==> config.mk <==
export PLATFORM = sky130hd
export DESIGN_NAME = tagged_fifo_with_age_expiry
export DESIGN_NICKNAME = d
export VERILOG_FILES = /design/src/hw/rtl/tfa_pkg.sv /design/src/hw/rtl/tagged_fifo_with_age_expiry.sv /design/src/hw/rtl/tfa_cell.sv /design/src/hw/rtl/tfa_chain.sv
export SDC_FILE = /design/constraint.sdc
export NUM_CORES = 2
export LEC_CHECK = 0
export ABC_CLOCK_PERIOD_IN_PS = 31700
export BUFFER_PORTS_ARGS = -buffer_cell sky130_fd_sc_hd__buf_2
export CAP_MARGIN = 20
export CORE_UTILIZATION = 45
export CTS_BUF_LIST = sky130_fd_sc_hd__clkbuf_8
export DETAILED_ROUTE_END_ITERATION = 6
export MAX_ROUTING_LAYER = met4
export SLEW_MARGIN = 20
export SYNTH_ARGS = -nofsm -noshare
export SYNTH_HDL_FRONTEND = slang
export SYNTH_SLANG_ARGS = --single-unit
==> constraint.sdc <==
create_clock -name clk -period 31.7 [get_ports clk]
set_input_delay 1.585 -clock clk [delete_from_list [all_inputs] [get_ports clk]]
set_output_delay 1.585 -clock clk [all_outputs]
set_load 0.03 [all_outputs]
==> src/hw/rtl/tfa_pkg.sv <==
`timescale 1ns / 1ps
// Shared types and codes for the tagged FIFO with age expiry.
// No dependencies; used by tfa_cell, tfa_chain and the top level.
package tfa_pkg;

  // Default queue depth
  localparam int DEPTH_DEF = 16;

  // Action codes of an input word
  localparam logic [1:0] ACT_PUSH   = 2'd0;
  localparam logic [1:0] ACT_TAKE   = 2'd1;
  localparam logic [1:0] ACT_EXPIRE = 2'd2;

  // Status codes of a result word
  localparam logic [1:0] ST_DONE    = 2'd0;
  localparam logic [1:0] ST_FULL    = 2'd1;
  localparam logic [1:0] ST_NOMATCH = 2'd2;

  // Command broadcast to every cell of the row
  typedef enum logic [1:0] {
    CMD_HOLD,
    CMD_PUSH,
    CMD_KILL,
    CMD_PACK
  } cell_cmd_t;

  // Sequencer states
  typedef enum logic [1:0] {
    S_IDLE,
    S_SCAN,
    S_PACK,
    S_EMIT
  } state_t;

  // One queue entry
  typedef struct packed {
    logic        valid;
    logic [31:0] id;
    logic [31:0] payload;
    logic [31:0] stamp;
  } slot_t;

  // Row control: command plus request fields seen by every cell
  typedef struct packed {
    cell_cmd_t   cmd;
    logic [31:0] key_id;
    logic [31:0] payload;
    logic [31:0] now_s;
    logic [31:0] max_age;
  } chain_ctl_t;

  // Flags and data of the cell under the scan pointer
  typedef struct packed {
    logic        hit;
    logic        match;
    logic [31:0] id;
    logic [31:0] payload;
  } rd_t;

endpackage

==> src/hw/rtl/tagged_fifo_with_age_expiry.sv <==
`timescale 1ns / 1ps
// Tagged FIFO with age expiry: sequencer, result registers and the cell row.
// Depends on tfa_pkg and tfa_chain.
//
//  channel | handshake            | word
//  --------+----------------------+-----------------------------------------
//  in      | in_valid / in_ready  | action, msg_id, payload, max_age, now_seconds
//  out     | out_valid / out_ready| status, taken_id, taken_payload,
//          |                      | aged_count, occupancy
//
// Flow: push and unused actions go from accept straight to the result stage. Take
// walks the row one cell per cycle up to the match (or up to the count), then
// closes the gap one cell per cycle. Expire scans all count entries, then
// compacts. The scan reads a single cell at a time through the read-out.
// Reset clears the valid bits, the count and the output valid flag; no clearing
// pass. in_ready is high when idle, also while a result waits in the output
// register; a finished result waits until the register frees up.
module tagged_fifo_with_age_expiry #(
  parameter int DEPTH = tfa_pkg::DEPTH_DEF,
  parameter int CNT_W = $clog2(DEPTH + 1),
  parameter int IDX_W = (DEPTH > 1) ? $clog2(DEPTH) : 1
) (
  input  logic             clk,
  input  logic             rst,
  input  logic             in_valid,
  output logic             in_ready,
  input  logic [1:0]       action,
  input  logic [31:0]      msg_id,
  input  logic [31:0]      payload,
  input  logic [31:0]      max_age,
  input  logic [31:0]      now_seconds,
  output logic             out_valid,
  input  logic             out_ready,
  output logic [1:0]       status,
  output logic [31:0]      taken_id,
  output logic [31:0]      taken_payload,
  output logic [CNT_W-1:0] aged_count,
  output logic [CNT_W-1:0] occupancy
);
  import tfa_pkg::*;

  state_t           state, state_next;
  logic [CNT_W-1:0] count, count_next;
  logic [CNT_W-1:0] idx, idx_next;
  logic             op_take, op_take_next;
  logic [31:0]      req_id, req_id_next;
  logic [31:0]      req_max_age, req_max_age_next;
  logic [31:0]      req_now, req_now_next;
  logic [1:0]       res_status, res_status_next;
  logic [31:0]      res_id, res_id_next;
  logic [31:0]      res_pay, res_pay_next;
  logic [CNT_W-1:0] res_exp, res_exp_next;
  logic             out_valid_next;
  logic             out_load;

  chain_ctl_t       ctl;
  logic [CNT_W-1:0] sel;
  rd_t              rd;
  logic             packed_ok;

  tfa_chain #(
    .DEPTH (DEPTH),
    .CNT_W (CNT_W),
    .IDX_W (IDX_W)
  ) u_chain (
    .clk       (clk),
    .rst       (rst),
    .ctl       (ctl),
    .sel       (sel),
    .rd_idx    (idx[IDX_W-1:0]),
    .rd        (rd),
    .packed_ok (packed_ok)
  );

  assign in_ready = (state == S_IDLE);

  // Sequencer: next state, row command and result capture
  always_comb begin
    state_next       = state;
    count_next       = count;
    idx_next         = idx;
    op_take_next     = op_take;
    req_id_next      = req_id;
    req_max_age_next = req_max_age;
    req_now_next     = req_now;
    res_status_next  = res_status;
    res_id_next      = res_id;
    res_pay_next     = res_pay;
    res_exp_next     = res_exp;
    out_valid_next   = out_valid && !out_ready;
    out_load         = 1'b0;
    ctl.cmd          = CMD_HOLD;
    ctl.key_id       = req_id;
    ctl.payload      = payload;
    ctl.now_s        = req_now;
    ctl.max_age      = req_max_age;
    sel              = idx;

    case (state)
      S_IDLE: begin
        if (in_valid) begin
          res_status_next = ST_DONE;
          res_id_next     = 32'd0;
          res_pay_next    = 32'd0;
          res_exp_next    = '0;
          idx_next        = '0;
          case (action)
            ACT_PUSH: begin
              if (count == CNT_W'(DEPTH)) begin
                res_status_next = ST_FULL;
              end else begin
                ctl.cmd    = CMD_PUSH;
                ctl.key_id = msg_id;
                ctl.now_s  = now_seconds;
                sel        = count;
                count_next = count + 1'b1;
              end
              state_next = S_EMIT;
            end
            ACT_TAKE: begin
              req_id_next  = msg_id;
              op_take_next = 1'b1;
              state_next   = S_SCAN;
            end
            ACT_EXPIRE: begin
              req_max_age_next = max_age;
              req_now_next     = now_seconds;
              op_take_next     = 1'b0;
              state_next       = S_SCAN;
            end
            default: begin
              state_next = S_EMIT;
            end
          endcase
        end
      end

      // walk the row from the oldest cell
      S_SCAN: begin
        if (idx == count) begin
          if (op_take) begin
            res_status_next = ST_NOMATCH;
            state_next      = S_EMIT;
          end else begin
            count_next = count - res_exp;
            state_next = S_PACK;
          end
        end else if (op_take) begin
          if (rd.hit) begin
            res_id_next  = rd.id;
            res_pay_next = rd.payload;
            ctl.cmd      = CMD_KILL;
            count_next   = count - 1'b1;
            state_next   = S_PACK;
          end else begin
            idx_next = idx + 1'b1;
          end
        end else begin
          if (rd.match) begin
            ctl.cmd      = CMD_KILL;
            res_exp_next = res_exp + 1'b1;
          end
          idx_next = idx + 1'b1;
        end
      end

      // holes bubble up one cell per cycle
      S_PACK: begin
        ctl.cmd = CMD_PACK;
        if (packed_ok) begin
          state_next = S_EMIT;
        end
      end

      S_EMIT: begin
        if (!out_valid || out_ready) begin
          out_load       = 1'b1;
          out_valid_next = 1'b1;
          state_next     = S_IDLE;
        end
      end

      default: begin
        state_next = S_IDLE;
      end
    endcase
  end

  // Control registers
  always_ff @(posedge clk) begin
    if (rst) begin
      state     <= S_IDLE;
      count     <= '0;
      out_valid <= 1'b0;
    end else begin
      state     <= state_next;
      count     <= count_next;
      out_valid <= out_valid_next;
    end
  end

  // Request, result and output word registers
  always_ff @(posedge clk) begin
    idx         <= idx_next;
    op_take     <= op_take_next;
    req_id      <= req_id_next;
    req_max_age <= req_max_age_next;
    req_now     <= req_now_next;
    res_status  <= res_status_next;
    res_id      <= res_id_next;
    res_pay     <= res_pay_next;
    res_exp     <= res_exp_next;
    if (out_load) begin
      status        <= res_status;
      taken_id      <= res_id;
      taken_payload <= res_pay;
      aged_count    <= res_exp;
      occupancy     <= count;
    end
  end

endmodule

==> src/hw/rtl/tfa_cell.sv <==
`timescale 1ns / 1ps
// One queue cell: holds an entry, shifts toward the old end to close gaps.
// Depends on tfa_pkg.
module tfa_cell (
  input  logic               clk,
  input  logic               rst,
  input  tfa_pkg::chain_ctl_t ctl,
  input  logic               sel,
  input  tfa_pkg::slot_t     up,
  input  logic               low_valid,
  output tfa_pkg::slot_t     q,
  output logic               hit,
  output logic               match
);
  import tfa_pkg::*;

  logic        q_valid;
  logic [31:0] q_id;
  logic [31:0] q_payload;
  logic [31:0] q_stamp;
  slot_t       slot_next;
  logic [32:0] deadline;

  assign q = '{valid: q_valid, id: q_id, payload: q_payload, stamp: q_stamp};

  // Take match: any entry for id 0, else equal id
  assign hit = q_valid && ((ctl.key_id == 32'd0) || (q_id == ctl.key_id));

  // Expire match: any entry for max_age 0, else stamp + max_age < now, no wrap
  assign deadline = {1'b0, q_stamp} + {1'b0, ctl.max_age};
  assign match = q_valid && ((ctl.max_age == 32'd0) || (deadline < {1'b0, ctl.now_s}));

  // Next entry
  always_comb begin
    slot_next = q;
    case (ctl.cmd)
      CMD_PUSH: begin
        if (sel) begin
          slot_next = '{valid: 1'b1, id: ctl.key_id, payload: ctl.payload,
                        stamp: ctl.now_s};
        end
      end
      CMD_KILL: begin
        if (sel) begin
          slot_next.valid = 1'b0;
        end
      end
      CMD_PACK: begin
        // empty cell pulls from above; valid cell over a hole moves down
        if (!q_valid) begin
          slot_next = up;
        end else if (!low_valid) begin
          slot_next.valid = 1'b0;
        end
      end
      default: begin
        slot_next = q;
      end
    endcase
  end

  always_ff @(posedge clk) begin
    if (rst) begin
      q_valid <= 1'b0;
    end else begin
      q_valid <= slot_next.valid;
    end
  end

  always_ff @(posedge clk) begin
    q_id      <= slot_next.id;
    q_payload <= slot_next.payload;
    q_stamp   <= slot_next.stamp;
  end

endmodule

==> src/hw/rtl/tfa_chain.sv <==
`timescale 1ns / 1ps
// Row of DEPTH queue cells, oldest entry in cell 0, plus scan read-out.
// Depends on tfa_pkg and tfa_cell.
module tfa_chain #(
  parameter int DEPTH = tfa_pkg::DEPTH_DEF,
  parameter int CNT_W = $clog2(DEPTH + 1),
  parameter int IDX_W = (DEPTH > 1) ? $clog2(DEPTH) : 1
) (
  input  logic                clk,
  input  logic                rst,
  input  tfa_pkg::chain_ctl_t ctl,
  input  logic [CNT_W-1:0]    sel,
  input  logic [IDX_W-1:0]    rd_idx,
  output tfa_pkg::rd_t        rd,
  output logic                packed_ok
);
  import tfa_pkg::*;

  slot_t             q     [DEPTH];
  logic [DEPTH-1:0]  hit;
  logic [DEPTH-1:0]  match;
  logic [DEPTH-1:0]  gap;

  for (genvar i = 0; i < DEPTH; i++) begin : g_cell
    slot_t up;
    logic  low_valid;
    logic  sel_i;

    if (i == DEPTH - 1) begin : g_top
      assign up = '0;
    end else begin : g_mid
      assign up = q[i+1];
    end

    // cell 0 has nothing below; a valid cell above an empty one is a gap
    if (i == 0) begin : g_bot
      assign low_valid = 1'b1;
      assign gap[i]    = 1'b0;
    end else begin : g_upper
      assign low_valid = q[i-1].valid;
      assign gap[i]    = q[i].valid && !q[i-1].valid;
    end

    assign sel_i = (sel == CNT_W'(i));

    tfa_cell u_cell (
      .clk       (clk),
      .rst       (rst),
      .ctl       (ctl),
      .sel       (sel_i),
      .up        (up),
      .low_valid (low_valid),
      .q         (q[i]),
      .hit       (hit[i]),
      .match     (match[i])
    );
  end

  // Row is packed when no valid entry sits over a hole
  assign packed_ok = ~|gap;

  // Cell under the scan pointer
  assign rd.hit     = hit[rd_idx];
  assign rd.match   = match[rd_idx];
  assign rd.id      = q[rd_idx].id;
  assign rd.payload = q[rd_idx].payload;

endmodule

* Word-level counts from Yosys, hierarchy flattened
Cells that the tools add are included.
Word-level totals: bits in registers 1809, input port bits 134, output and inout bits 78, logic and storage cells 556
Cells by class: $add $sub $neg 21, order comparisons 18, equality and inequality tests 104, multiplexer cells 181, bitwise logic cells 1, reduce and logical (&&, ||, !) cells 150
Operator list (number):
- 96-bit case mux with 2 select lines | 16
- 96-bit two-way mux | 18
- 97-bit two-way mux | 16
- 32-bit by 32-bit adder with 33-bit output | 16
- 33-bit by 32-bit less-than comparator with 1-bit output | 16
- 32-bit equality test | 16
- 97-bit binary-select mux with 4-bit select | 1
- 32-bit two-way mux | 12
- 32-bit case mux with 2 select lines | 2
- 3-bit AND reduction | 35
- 33-bit two-way mux | 3
- 5-bit two-way mux | 18
- 2-bit by 1-bit != test with 1-bit output, second input constant | 33
- 32-bit zero test | 2
- 1-bit two-way mux | 56
- 2-bit != test, second input constant | 26
- 1-bit logical AND | 48
- 1-bit case mux with 3 select lines | 16
- 5-bit by 4-bit equality test with 1-bit output, second input constant | 8
- 1-bit logical OR | 33
- 5-bit case mux with 2 select lines | 3
- 2-bit two-way mux | 14
- 5-bit by 3-bit equality test with 1-bit output, second input constant | 4
- 1-bit zero test | 17
- other kinds (27) | 46

* Longest topological paths before layout
depth after elaboration 17, mapped depth 35

* By module
From an unflattened synthesis, not the netlist that was laid out.
Unflattened totals: cells, all modules 11133, area total of the unflattened synthesis 130201.1 um2
By module, submodules not included:
- tfa_cell (u_chain.g_cell[0].u_cell ...) | times used 8, cells an instance 598, area each 6916.6 um2, sequential area each 2902.8 um2
- tfa_cell (u_chain.g_cell[2].u_cell ...) | times used 4, cells an instance 613, area each 7001.7 um2, sequential area each 2902.8 um2
- tfa_cell (u_chain.g_cell[6].u_cell ...) | times used 3, cells an instance 678, area each 7443.4 um2, sequential area each 2902.8 um2
- tagged_fifo_with_age_expiry | times used 1, cells an instance 665, area each 9706.8 um2, sequential area each 7637.3 um2
- tfa_chain | times used 1, cells an instance 603, area each 7910.1 um2, sequential area each 0.0 um2
- tfa_cell (u_chain.g_cell[9].u_cell) | times used 1, cells an instance 595, area each 6914.1 um2, sequential area each 2902.8 um2

* Worst setup path after synthesis
Ideal clock, no wire load.
kind input to register, from input port action[0], to register u_chain.g_cell[2].u_cell.q_id[0], enable pin, library setup time 693 ps, arrival time 14068 ps, data required time 31007 ps, setup slack 16939 ps, stages 23, buffers on the path 4, cells stage by stage inv_1 -> ha_1 -> and3_1 -> buf_2 -> o21ai_1 -> clkbuf_1 -> clkbuf_1 -> mux2i_1 -> ha_1 -> nand3_1 -> o211ai_1 -> nor4_1 -> or4_1 -> o2111a_1 -> a221oi_1 -> o221ai_1 -> nand3b_1 -> nand4_1 -> nand2_1 -> o22ai_1 -> clkbuf_1 -> nor2_1 -> a211oi_1
On the way: word-level cells in the longest chain between the ends 16
Ends and longest elaborated chain:
- start: declaration | line tagged_fifo_with_age_expiry.sv:27 | input logic [1:0] action,
- 2-bit zero test * | line tagged_fifo_with_age_expiry.sv:107 | case (action)
- 32-bit two-way mux or 33-bit two-way mux (tied branches) | line tagged_fifo_with_age_expiry.sv:107
- 32-bit two-way mux or 33-bit two-way mux (tied branches) | line tagged_fifo_with_age_expiry.sv:101 | if (in_valid) begin
- 32-bit two-way mux | line tagged_fifo_with_age_expiry.sv:99 | case (state)
- 33-bit by 32-bit less-than comparator with 1-bit output, or another cell as far along | line tfa_cell.sv:31 | assign match = q_valid && ((ctl.max_age == 32'd0) || (deadline < {1'b0, ctl.now_s}));
- 1-bit logical OR, on equally long branches | line tfa_cell.sv:31, tfa_cell.sv:27
- 1-bit logical AND, on equally long branches | line tfa_cell.sv:31, tfa_cell.sv:27
- 1-bit binary-select mux with 4-bit select, on equally long branches | line tfa_chain.sv:64, tfa_chain.sv:63
- 1-bit two-way mux, on equally long branches | line tfa_chain.sv:64, tfa_chain.sv:63
- 2-bit two-way mux, on equally long branches | line tagged_fifo_with_age_expiry.sv:159, tagged_fifo_with_age_expiry.sv:149
- 2-bit two-way mux | line tagged_fifo_with_age_expiry.sv:148 | end else if (op_take) begin
- 2-bit two-way mux | line tagged_fifo_with_age_expiry.sv:140 | if (idx == count) begin
- 2-bit case mux with 3 select lines | line tagged_fifo_with_age_expiry.sv:99
- 2-bit equality test or 2-bit by 1-bit equality test with 1-bit output (tied branches) | line tfa_cell.sv:36 | case (ctl.cmd)
- 2-bit != test (no line), or another cell as far along
- 3-bit AND reduction (no line) *
- end signal: assignment | line tfa_cell.sv:71 | q_id <= slot_next.id;
- end: declaration | line tfa_cell.sv:18 | logic [31:0] q_id;
Mark *: on every way between the ends. The rest lies on a longest branch, timed or not. The select of a mux whose other input is x is not followed. A chain may end at the register's enable or synchronous reset.

==> flow_summary.json <==
{
  "start_kind": "flip-flop",
  "cts_resized": 0,
  "start_util_pct": 45.42,
  "synth_top_area_share_pct": 44.79,
  "cts_root_buf": "clkbuf_8",
  "endpoint_kind": "flip-flop",
  "hp-class": "flip-flop to flip-flop",
  "cp_max_fo": 62,
  "seq_area_frac_synth_pct": 45.19,
  "drc": 0,
  "fin_util_pct": 49.78,
  "cpMostUsedCell": "buf_4",
  "grt_use_total_pct": 32.77,
  "grt_pass1_wl_mm": 632.3,
  "cp.arrival_ns": 13.50,
  "synth_edf_count": 1785,
  "totalWireLength_mm": 439.0,
  "holdWs_ns": 0.3981,
  "fin_nets": 12640,
  "synthArstFlopShare_pct": 0,
  "viasPerCell": 6.187,
  "hold_viol": 0,
  "min_period_ns": 12.76,
  "grt_pass1_vias": 94230,
  "via_count": 94450,
  "ioPinCount": 212,
  "post_cts_buffers": 0,
  "p_leak_uw": 0.05024,
  "antenna_found_initial": 28,
  "dpl_worst_slack_ns": 18.99,
  "netlist_area_mm2": 0.1197,
  "ir_drop_mv": 0.1058,
  "cts_tree": "yes",
  "wl_per_cell_um": 28.76,
  "firstDrtPassIters": 6,
  "ys.warnings.count": 0,
  "max_stage_delay_ns": 0.74,
  "final_max_slew_viol_count": 0,
  "netlist_top_cells_area": "edfxtp_1, ha_1, mux4_2",
  "path_class": "flip-flop to flip-flop",
  "drive_gt1_share_pct": 11.79,
  "outcome": "completed",
  "synthCells": 11210,
  "synth-seq-cells": 1809,
  "syn2layout_area_growth_pct": 9.600,
  "rsz0062_at_grt": "no",
  "worstMarginPinSlew_ns": 1.237,
  "finalCritPeriodShare_pct": 40.25,
  "crit_required_ns": 32.44,
  "grt_overflow": 0,
  "ant_nets": 0,
  "worst_slack_ns": 18.94,
  "die_x_um": 517.7,
  "core-area_mm2": 0.2635,
  "cts_buffers": 336,
  "hold_buffers": 0,
  "finalClockSkew_ns": 0.09749,
  "cap_viol_max_count": 0,
  "critPathSlowestCell": "buf_4",
  "drtIter0Drc": 10140,
  "synth_top_cell_by_area": "edfxtp_1",
  "clock-sinks": 1809,
  "clk_pin_slew_worst_paths_ns": 0.06,
  "htreeDepth": 5,
  "die_h_um": 517.7,
  "timing.slew.headroom_pct": 16.80,
  "rows": 188,
  "synthFlopType": "edfxtp_1",
  "avgSynthCellArea_um2": 10.68,
  "max_clock_freq_mhz": 78.37,
  "place_congestion": 1.032,
  "synth_nets": 12380,
  "worstSkewPairLatency_ns": 1.09,
  "io_buffers": 211,
  "powerDensity_mw_per_mm2": 104.1,
  "grt_max_degree": 236,
  "tns_ns": 0,
  "hpwl_mm": 311.1,
  "dieArea_mm2": 0.2680,
  "clockBufferDepth": 4,
  "setup_viol_count_final": 0,
  "synth_cell_types": 90
}
## flip-flops by register name (all words and copies together), names as in the netlist
signal / count
res_id: 32
occupancy: 5
res_pay: 32
res_status: 2
taken_id: 32
req_max_age: 32
status: 2
aged_count: 5
u_chain.g_cell.u_cell.q_stamp: 512
req_id: 32
count: 5
state: 2
op_take: 1
taken_payload: 32
out_valid: 1
u_chain.g_cell.u_cell.q_payload: 512
req_now: 32
res_exp: 5
u_chain.g_cell.u_cell.q_valid: 16
u_chain.g_cell.u_cell.q_id: 512
idx: 5
## cells in the final DEF (no fill, tap or decap), types with 32 or more instances in the layout
master,synthesis,routed
and2_1,156,156
o21ai_0,326,325
o21bai_1,69,69
nand3_1,165,164
a211oi_1,85,74
nor4_1,163,159
edfxtp_1,1785,1785
a2bb2oi_1,35,32
nor3_1,122,118
clkinv_1,1,95
o211ai_1,51,51
buf_2,224,212
a31oi_1,36,36
mux4_2,320,320
a21oi_1,668,665
ha_1,1021,1020
nand2b_1,98,98
and3_1,151,149
o21a_1,551,551
xor2_1,304,304
nor2b_1,94,93
inv_1,221,317
nand4_1,173,173
a21o_1,229,229
buf_4,73,211
nor2_1,1452,1450
clkbuf_8,0,344
nand2_2,54,54
nand2_1,1292,1292
xnor2_1,537,536
## metrics by stage
stage | cell area (µm²) | cells | total power [µW]
final | 131200 | 15270 | 13660
after global routing | 131200 | 15270 | 14350
after CTS | 131100 | 15240 | 13590
after detailed placement | 124900 | 14650 | 11360
after global placement | 124900 | 14650 | 11180
after floorplan | 119700 | 11210 | 9065
## critical path, delay by kind of cell (launching register included)
family / cells / cell delay (ns)
AOI/OAI and AO/OA: 17 / 4.36
adders and majority gates: 2 / 0.87
buffers and inverters: 7 / 3.99
DFF: 1 / 0.33
and+or+nand+nor: 9 / 2.70
## routing by layer
layer | up-vias | wire length (µm) | global-route usage [%]
met5 | - | 0 | -
met4 | 0 | 27480 | 18.40
met3 | 1067 | 31440 | 4.221
met2 | 4276 | 210900 | 53.37
met1 | 47030 | 169200 | 39.33
li1 | 42080 | - | -
## power breakdown
group	switching [µW]	leakage, µW	internal [µW]
clock	1090	0.00347	1100
sequential	593	0.0168	3860
combinational	4410	0.0300	2610
## synth_stat cells, types with 35 or more instances
library cell,number
inv_1,221
nor2_1,1452
mux2i_1,40
nor4_1,163
o21a_1,551
a21o_1,229
buf_4,73
a2bb2oi_1,35
and3_1,151
xor2_1,304
edfxtp_1,1785
buf_2,224
nand2_2,54
xnor2_1,537
and2_1,156
a21oi_1,668
o21bai_1,69
mux4_2,320
nor2b_1,94
nand2b_1,98
o21ai_0,326
a31oi_1,36
ha_1,1021
clkbuf_1,166
nand2_1,1292
a211oi_1,85
nor3_1,122
o211ai_1,51
nand4_1,173
nand3_1,165
## cell families after synthesis
kind of cell	Yosys count	synth area share, %
flip-flops	1809	45.19
AND/OR/NAND/NOR	4016	15.03
AO/OA/AOI/OAI	2399	13.40
multiplexers	361	6.367
buffers and inverters	742	2.897
XOR/XNOR	841	6.155
adder cells (fa/ha/maj)	1038	10.96
## cell type report
| cell class | count | area (µm²) |
|---|---|---|
| clock inverter | 249 | 1404 |
| timing repair buffer | 434 | 2860 |
| sequential | 1809 | 54080 |
| clock buffer | 344 | 4735 |
| tap | 3515 | 4398 |
| inverter | 236 | 885.9 |
| fill | 23840 | 132300 |
| multi-input combinational | 8655 | 62730 |
| antenna | 24 | 60.06 |
## worst paths after layout
| check | cells after the start | slack, ns | end | startpoint |
|---|---|---|---|---|
| hold / removal | 0 | 0.40 | taken_id[1] | res_id[1] |
| setup reg to reg | 35 | 18.94 | u_chain.g_cell[8].u_cell.q_stamp[4] | req_max_age[1] |
| hold reg to reg | 0 | 0.40 | taken_id[1] | res_id[1] |
| setup / recovery | 35 | 18.94 | u_chain.g_cell[8].u_cell.q_stamp[4] | req_max_age[1] |
(Power assumes the default switching activity.)
